--- src/rtl/bsl1d_pkg.sv ---
`default_nettype none

package bsl1d_pkg;

    // Configuration register indexes.
    localparam logic [0:0] REG_DIM_COUNT  = 1'b0;
    localparam logic [0:0] REG_DATA_COUNT = 1'b1;

    // Datapath operations issued by the controller.
    typedef logic [4:0] t_op;
    localparam t_op OP_NOP   = 5'd0;
    localparam t_op OP_ACCEPT = 5'd1;
    localparam t_op OP_DIFF  = 5'd2;
    localparam t_op OP_ACC   = 5'd3;
    localparam t_op OP_CLOSE = 5'd4;
    localparam t_op OP_LLOAD = 5'd5;
    localparam t_op OP_URD   = 5'd6;
    localparam t_op OP_UDIV  = 5'd7;
    localparam t_op OP_UWR   = 5'd8;
    localparam t_op OP_FT    = 5'd9;
    localparam t_op OP_QRD   = 5'd10;
    localparam t_op OP_QMUL  = 5'd11;
    localparam t_op OP_QADD  = 5'd12;
    localparam t_op OP_NUM   = 5'd13;
    localparam t_op OP_CDIV  = 5'd14;
    localparam t_op OP_CMUL  = 5'd15;
    localparam t_op OP_VDIV  = 5'd16;
    localparam t_op OP_VSQ   = 5'd17;
    localparam t_op OP_OUT   = 5'd18;

    typedef struct packed {
        t_op op;
    } t_cmd;

    typedef struct packed {
        logic func;
        logic done;
        logic last;
        logic cap;
        logic len_zero;
        logic sqrt_busy;
        logic div_busy;
        logic last_i;
        logic t_lt2;
        logic out_free;
    } t_sts;

    localparam logic [63:0] ONE_Q30 = 64'd1 << 30;
    localparam logic [14:0] U_MAX   = 15'h7FFF;

endpackage

`default_nettype wire

--- src/rtl/bsl1d_ctrl.sv ---
`default_nettype none

module bsl1d_ctrl (
    input  wire logic            i_clk,
    input  wire logic            i_rst_n,
    input  wire logic            i_s_tvalid,
    input  wire bsl1d_pkg::t_sts i_sts,
    output logic                 o_s_tready,
    output bsl1d_pkg::t_cmd      o_cmd
);

    localparam logic [4:0] S_IDLE = 5'd0;
    localparam logic [4:0] S_DISP = 5'd1;
    localparam logic [4:0] S_ACC  = 5'd2;
    localparam logic [4:0] S_CHK  = 5'd3;
    localparam logic [4:0] S_SQW  = 5'd4;
    localparam logic [4:0] S_URD  = 5'd5;
    localparam logic [4:0] S_UDIV = 5'd6;
    localparam logic [4:0] S_UW   = 5'd7;
    localparam logic [4:0] S_UWR  = 5'd8;
    localparam logic [4:0] S_END  = 5'd9;
    localparam logic [4:0] S_FT   = 5'd10;
    localparam logic [4:0] S_FCHK = 5'd11;
    localparam logic [4:0] S_QRD  = 5'd12;
    localparam logic [4:0] S_QMUL = 5'd13;
    localparam logic [4:0] S_QADD = 5'd14;
    localparam logic [4:0] S_NUM  = 5'd15;
    localparam logic [4:0] S_CDIV = 5'd16;
    localparam logic [4:0] S_CW   = 5'd17;
    localparam logic [4:0] S_CMUL = 5'd18;
    localparam logic [4:0] S_VDIV = 5'd19;
    localparam logic [4:0] S_VW   = 5'd20;
    localparam logic [4:0] S_VSQ  = 5'd21;
    localparam logic [4:0] S_SW   = 5'd22;
    localparam logic [4:0] S_OUT  = 5'd23;

    logic [4:0] r_state;
    logic [4:0] n_state;

    always_ff @(posedge i_clk) begin
        if (!i_rst_n) begin
            r_state <= S_IDLE;
        end else begin
            r_state <= n_state;
        end
    end

    always_comb begin
        n_state    = r_state;
        o_cmd.op   = bsl1d_pkg::OP_NOP;
        o_s_tready = 1'b0;
        unique case (r_state)
            S_IDLE: begin
                o_s_tready = 1'b1;
                if (i_s_tvalid) begin
                    o_cmd.op = bsl1d_pkg::OP_ACCEPT;
                    n_state  = S_DISP;
                end
            end
            S_DISP: begin
                if (i_sts.func) begin
                    o_cmd.op = bsl1d_pkg::OP_DIFF;
                    n_state  = S_ACC;
                end else begin
                    n_state = S_IDLE;
                end
            end
            S_ACC: begin
                o_cmd.op = bsl1d_pkg::OP_ACC;
                n_state  = i_sts.done ? S_CHK : S_IDLE;
            end
            S_CHK: begin
                o_cmd.op = bsl1d_pkg::OP_CLOSE;
                n_state  = (i_sts.cap && !i_sts.len_zero) ? S_SQW : S_END;
            end
            S_SQW: begin
                if (!i_sts.sqrt_busy) begin
                    o_cmd.op = bsl1d_pkg::OP_LLOAD;
                    n_state  = S_URD;
                end
            end
            S_URD: begin
                o_cmd.op = bsl1d_pkg::OP_URD;
                n_state  = S_UDIV;
            end
            S_UDIV: begin
                o_cmd.op = bsl1d_pkg::OP_UDIV;
                n_state  = S_UW;
            end
            S_UW: begin
                if (!i_sts.div_busy) begin
                    n_state = S_UWR;
                end
            end
            S_UWR: begin
                o_cmd.op = bsl1d_pkg::OP_UWR;
                n_state  = i_sts.last_i ? S_END : S_URD;
            end
            S_END: begin
                n_state = i_sts.last ? S_FT : S_IDLE;
            end
            S_FT: begin
                o_cmd.op = bsl1d_pkg::OP_FT;
                n_state  = S_FCHK;
            end
            S_FCHK: begin
                n_state = i_sts.t_lt2 ? S_OUT : S_QRD;
            end
            S_QRD: begin
                o_cmd.op = bsl1d_pkg::OP_QRD;
                n_state  = S_QMUL;
            end
            S_QMUL: begin
                o_cmd.op = bsl1d_pkg::OP_QMUL;
                n_state  = S_QADD;
            end
            S_QADD: begin
                o_cmd.op = bsl1d_pkg::OP_QADD;
                n_state  = i_sts.last_i ? S_NUM : S_QRD;
            end
            S_NUM: begin
                o_cmd.op = bsl1d_pkg::OP_NUM;
                n_state  = S_CDIV;
            end
            S_CDIV: begin
                o_cmd.op = bsl1d_pkg::OP_CDIV;
                n_state  = S_CW;
            end
            S_CW: begin
                if (!i_sts.div_busy) begin
                    n_state = S_CMUL;
                end
            end
            S_CMUL: begin
                o_cmd.op = bsl1d_pkg::OP_CMUL;
                n_state  = S_VDIV;
            end
            S_VDIV: begin
                o_cmd.op = bsl1d_pkg::OP_VDIV;
                n_state  = S_VW;
            end
            S_VW: begin
                if (!i_sts.div_busy) begin
                    n_state = S_VSQ;
                end
            end
            S_VSQ: begin
                o_cmd.op = bsl1d_pkg::OP_VSQ;
                n_state  = S_SW;
            end
            S_SW: begin
                if (!i_sts.sqrt_busy) begin
                    n_state = S_OUT;
                end
            end
            S_OUT: begin
                if (i_sts.out_free) begin
                    o_cmd.op = bsl1d_pkg::OP_OUT;
                    n_state  = S_IDLE;
                end
            end
            default: begin
                n_state = S_IDLE;
            end
        endcase
    end

endmodule

`default_nettype wire

--- config.mk ---
export PLATFORM = sky130hd
export DESIGN_NAME = bsl1d_ctrl
export DESIGN_NICKNAME = d
export VERILOG_FILES = /design/src/rtl/bsl1d_pkg.sv /design/src/rtl/bsl1d_ctrl.sv
export SDC_FILE = /design/constraint.sdc
export NUM_CORES = 1
export LEC_CHECK = 0
export ABC_AREA = 1
export BUFFER_PORTS_ARGS = -buffer_cell sky130_fd_sc_hd__buf_2
export CORE_MARGIN = 2
export CORE_UTILIZATION = 52
export CTS_CLUSTER_DIAMETER = 30
export DETAILED_ROUTE_END_ITERATION = 16
export PLACE_DENSITY = 0.8
export SYNTH_ARGS = -nofsm -noshare
export SYNTH_HDL_FRONTEND = slang
export SYNTH_SLANG_ARGS = --single-unit
--- constraint.sdc ---
create_clock -name i_clk -period 2 [get_ports i_clk]
set_clock_uncertainty 0.05 [all_clocks]
set_input_delay 0.5 -clock i_clk [delete_from_list [all_inputs] [get_ports i_clk]]
set_output_delay 0.5 -clock i_clk [all_outputs]
set_load 0.005 [all_outputs]
[After elaboration in Yosys (flattened, before gate mapping)]
Cells that the tools add are included.
Storage, ports and cells
  register bits after elaboration: 5
  latch bits: 0
  RAM bits: 0
  memory bits (read-only): 0
  input port bits: 13
  output and inout port bits: 6
  word-level logic and storage cells: 55
  memories: 0
Cells by class
  $add $sub $neg: 0
  multiply operators: 0
  div/mod/pow operators: 0
  magnitude comparators: 0
  eq/ne operators: 30
  shifts and indexed selects: 0
  mux-type cells: 20
  bitwise logic cells: 0
  reductions and logical operators: 4
Operators by type and width (count)
  $pmux 5 s24: 1
  $pmux 5 s18: 1
  $mux 5: 9
  $eq 5x4->1 const B: 8
  $eq 5x5->1 const B: 8
  $eq 5x3->1 const B: 4
  $ne 2x2->1 const B: 7
  $mux 4: 3
  $eq 5x2->1 const B: 2
  $reduce_and 7->1: 1
  $mux 2: 3
  $eq 5x1->1 const B: 1
  $logic_not 5->1: 1
  $mux 3: 1
  $mux 1: 2
  $logic_and 1x1->1: 1
  $logic_not 1->1: 1

[Depth between registers and ports, before layout]
  depth in word-level cells: 4
  mapped depth: 11
  gate-level depth less buffers: 10

[Worst setup path after synthesis]
OpenSTA, ideal clock, no wires.
  path kind: register to output
  from: register r_state[2]
  to: output o_cmd[1] in the netlist's numbering
  data arrival time: 1092 ps
  data required time: 1450 ps
  setup slack: 358 ps
  cell stages (with the launch flop): 7
  buffers on the path: 0
  path through: dfxtp_1 -> inv_1 -> nor2_2 -> nand2_1 -> nor3_1 -> nor2_1 -> nand3_1
RTL lines
  from (decl): RTL line bsl1d_ctrl.sv:37  | logic [4:0] r_state;
  from (signal assigned): RTL line bsl1d_ctrl.sv:44  | r_state <= n_state;
  to (decl): RTL line bsl1d_ctrl.sv:9  | output bsl1d_pkg::t_cmd o_cmd

==> flow_summary.toml <==
[clock_network]
cts.sinks = 5
clkLatencyLatePin_ns = 0.25
postCtsHoldBufs = 0
tritoncts = "built"
cts_max_level = 1
cts_made_buffers = 3
path_clk_slew_ns = 0.04
cts_buffer_depth = 2
cts-root-buf = "clkbuf_4"

[synthesis]
synth_fp_nets = 157
ys_seq_area_share_pct = 12.9
synth_cell_types = 21
synthCells = 144
synth_seq_cells = 5
synth_area_um2 = 778
synth_warnings = 0
avgSynthCellArea_um2 = 5.40

[worst_setup_path]
critical_path_class = "register to output pin"
path_cells = "nor2_4, buf_4, nand2_2, o21ai_1, nor4_2, nand2_1, buf_2"
critPathCaptureType = "output pin"
cp_max_fo = 7
worstRegToRegCells = 8
regToRegStartpoint = "r_state[3]"
required_ns = 1.45
cp_slowest_cell = "dfxtp_4"
cp_data_arrival_time_ns = 1.48
rrSetupSlack_ns = 0.33
worst_setup_path_start_kind = "register"
crit_start = "r_state[3]"
max_stage_delay_ns = 0.39

[sta]
slew_headroom_pct = 79.6
drv_slew = 0
setup_slack_ns = -0.0269
hold_viol = 0
setup_viol = 1
period_share_pct = 101
rsz0062_at_grt = "yes"
min_period_ns = 2.03
fmaxAchievable_ghz = 0.493
worstMarginPinSlew_ns = 0.305

[hold_path]
hp-start = "r_state[2]"
hold_path_depth = 2
hp-class = "register to register"

[finish]
reg_top3 = "r_state (5)"
largest_reg_flops = 5
area_growth_pct = 42.3
n_antenna_cell = 0
final_nets = 188
regMostFlops = "r_state"
drive_gt1_share_pct = 47.7

[route]
detail_route.wl_per_cell_um = 16.9
routed_wl_mm = 3.20
first_pass_iters = 5
viasPerCell = 6.41
route.detailed.drc = 0
drtAntennaViolNets = 0
dr.first_iter.drc_count = 132
vias = 1211

[run]
cap_violations = 0

[pwr]
ir_worst_vdd_uv = 540
power_density_nw_per_um2 = 413
finalPower_mw = 0.458
leakage_nw = 0.579

[floorplanning]
die_w_um = 42.7
start_util_pct = 57.6
rows = 13
die_h_um = 42.7
dieArea_um2 = 1820
ios = 19
core_um2 = 1350

[placed_design]
pre_cts_ws_ns = 0.0890
place_hpwl_mm = 1.85
place.gp.congestion = 0.976
io_buffers = 18

[status]
violations = "setup timing"
outcome = "complete, but fails checks"

[global_route]
grt_first_pass_wirelength_mm = 3.81
grt_usage_pct = 27.1
grt-ovfl-total = 0
antenna_found_initial = 0
grt_max_degree = 10
first_global_vias = 919
cell usage in the layout (no fill, tap or decap), types with 2 or more instances in the layout:
| cell type | count |
|---|---|
| inv_4 | 2 |
| o21ai_0 | 5 |
| nor2_2 | 7 |
| dfxtp_4 | 5 |
| nand4_1 | 3 |
| clkbuf_4 | 3 |
| o21ai_2 | 2 |
| a21oi_1 | 6 |
| nor2_4 | 9 |
| nand2_2 | 10 |
| nor3_2 | 2 |
| nand2_1 | 31 |
| buf_6 | 3 |
| nand3_1 | 16 |
| buf_4 | 7 |
| inv_1 | 10 |
| buf_2 | 18 |
| nor2_1 | 15 |
| inv_2 | 6 |
| nand3_2 | 6 |
repair_timing:
item                                    in CTS  in global routing
pin swaps                                    0                  7
setup buffers                                0                  5
cloned                                       0                  0
gates resized for setup                     11                 36
endpoints found under the setup margin       4                  5
worst max-delay path, delay by kind of cell (launching register included):
family | cells | cell delay [ns]
buf+inv | 2 | 0.29
simple gates | 4 | 0.46
compound gates | 1 | 0.09
flops | 1 | 0.39
metal layers:
metal / GRT usage (%) / wire length (um)
met5: 0 / 0
met4: 12.5 / 203
met3: 6.81 / 405
met2: 38.5 / 1390
met1: 37.7 / 1200
path summary, 6_finish.rpt:
kind | endpoint
worst max register to register | r_state[3]
worst max-delay path | o_cmd[2]
worst min-delay path | r_state[2]
worst min register to register | r_state[2]
cell usage after synthesis (all sizes together):
master / count / area [um^2]
a21oi: 6 / 30.0
o2111ai: 1 / 8.76
dfxtp: 5 / 100
nor3: 3 / 15.0
nor3b: 1 / 7.51
nand3: 22 / 125
nor2: 31 / 161
nor4: 1 / 6.26
nand4: 3 / 18.8
buf: 2 / 18.8
nand2: 42 / 168
o21ai: 8 / 43.8
inv: 18 / 67.6
nand3b: 1 / 7.51
power by group:
part | switching [mW] | internal, mW | total (mW)
sequential | 0.0196 | 0.105 | 0.125
clock | 0.0462 | 0.0758 | 0.122
combinational | 0.132 | 0.0791 | 0.211
area by class of cell:
class / instances / area [um^2]
Sequential cell: 5 / 119
Inverter: 18 / 72.6
Tap cell: 15 / 18.8
Multi-Input combinational cell: 119 / 694
Fill cell: 81 / 243
Timing Repair Buffer: 28 / 176
Clock buffer: 4 / 26.3
cells by family (layout without fill, tap and decap cells):
| kind of cell | Yosys count | count (layout) | synth area share [%] |
|---|---|---|---|
| compound gates | 15 | 15 | 10.6 |
| flops | 5 | 5 | 12.9 |
| buf+inv | 20 | 50 | 11.1 |
| simple gates | 104 | 104 | 65.4 |
per-stage QoR:
stage          area (um^2)  setup TNS, ns  hold slack [ns]  util [%]  instances
3_5_place_dp           906              0            0.470      67.1        180
3_3_place_gp           906              0            0.469      67.1        180
5_1_grt               1110         -0.232            0.512      82.0        189
2_1_floorplan          778              0            0.444         -        144
6_report              1110        -0.0269            0.488      82.0        189
4_1_cts                958              0            0.468      71.0        184
Note: power is estimated with default switching activity, not from simulation.
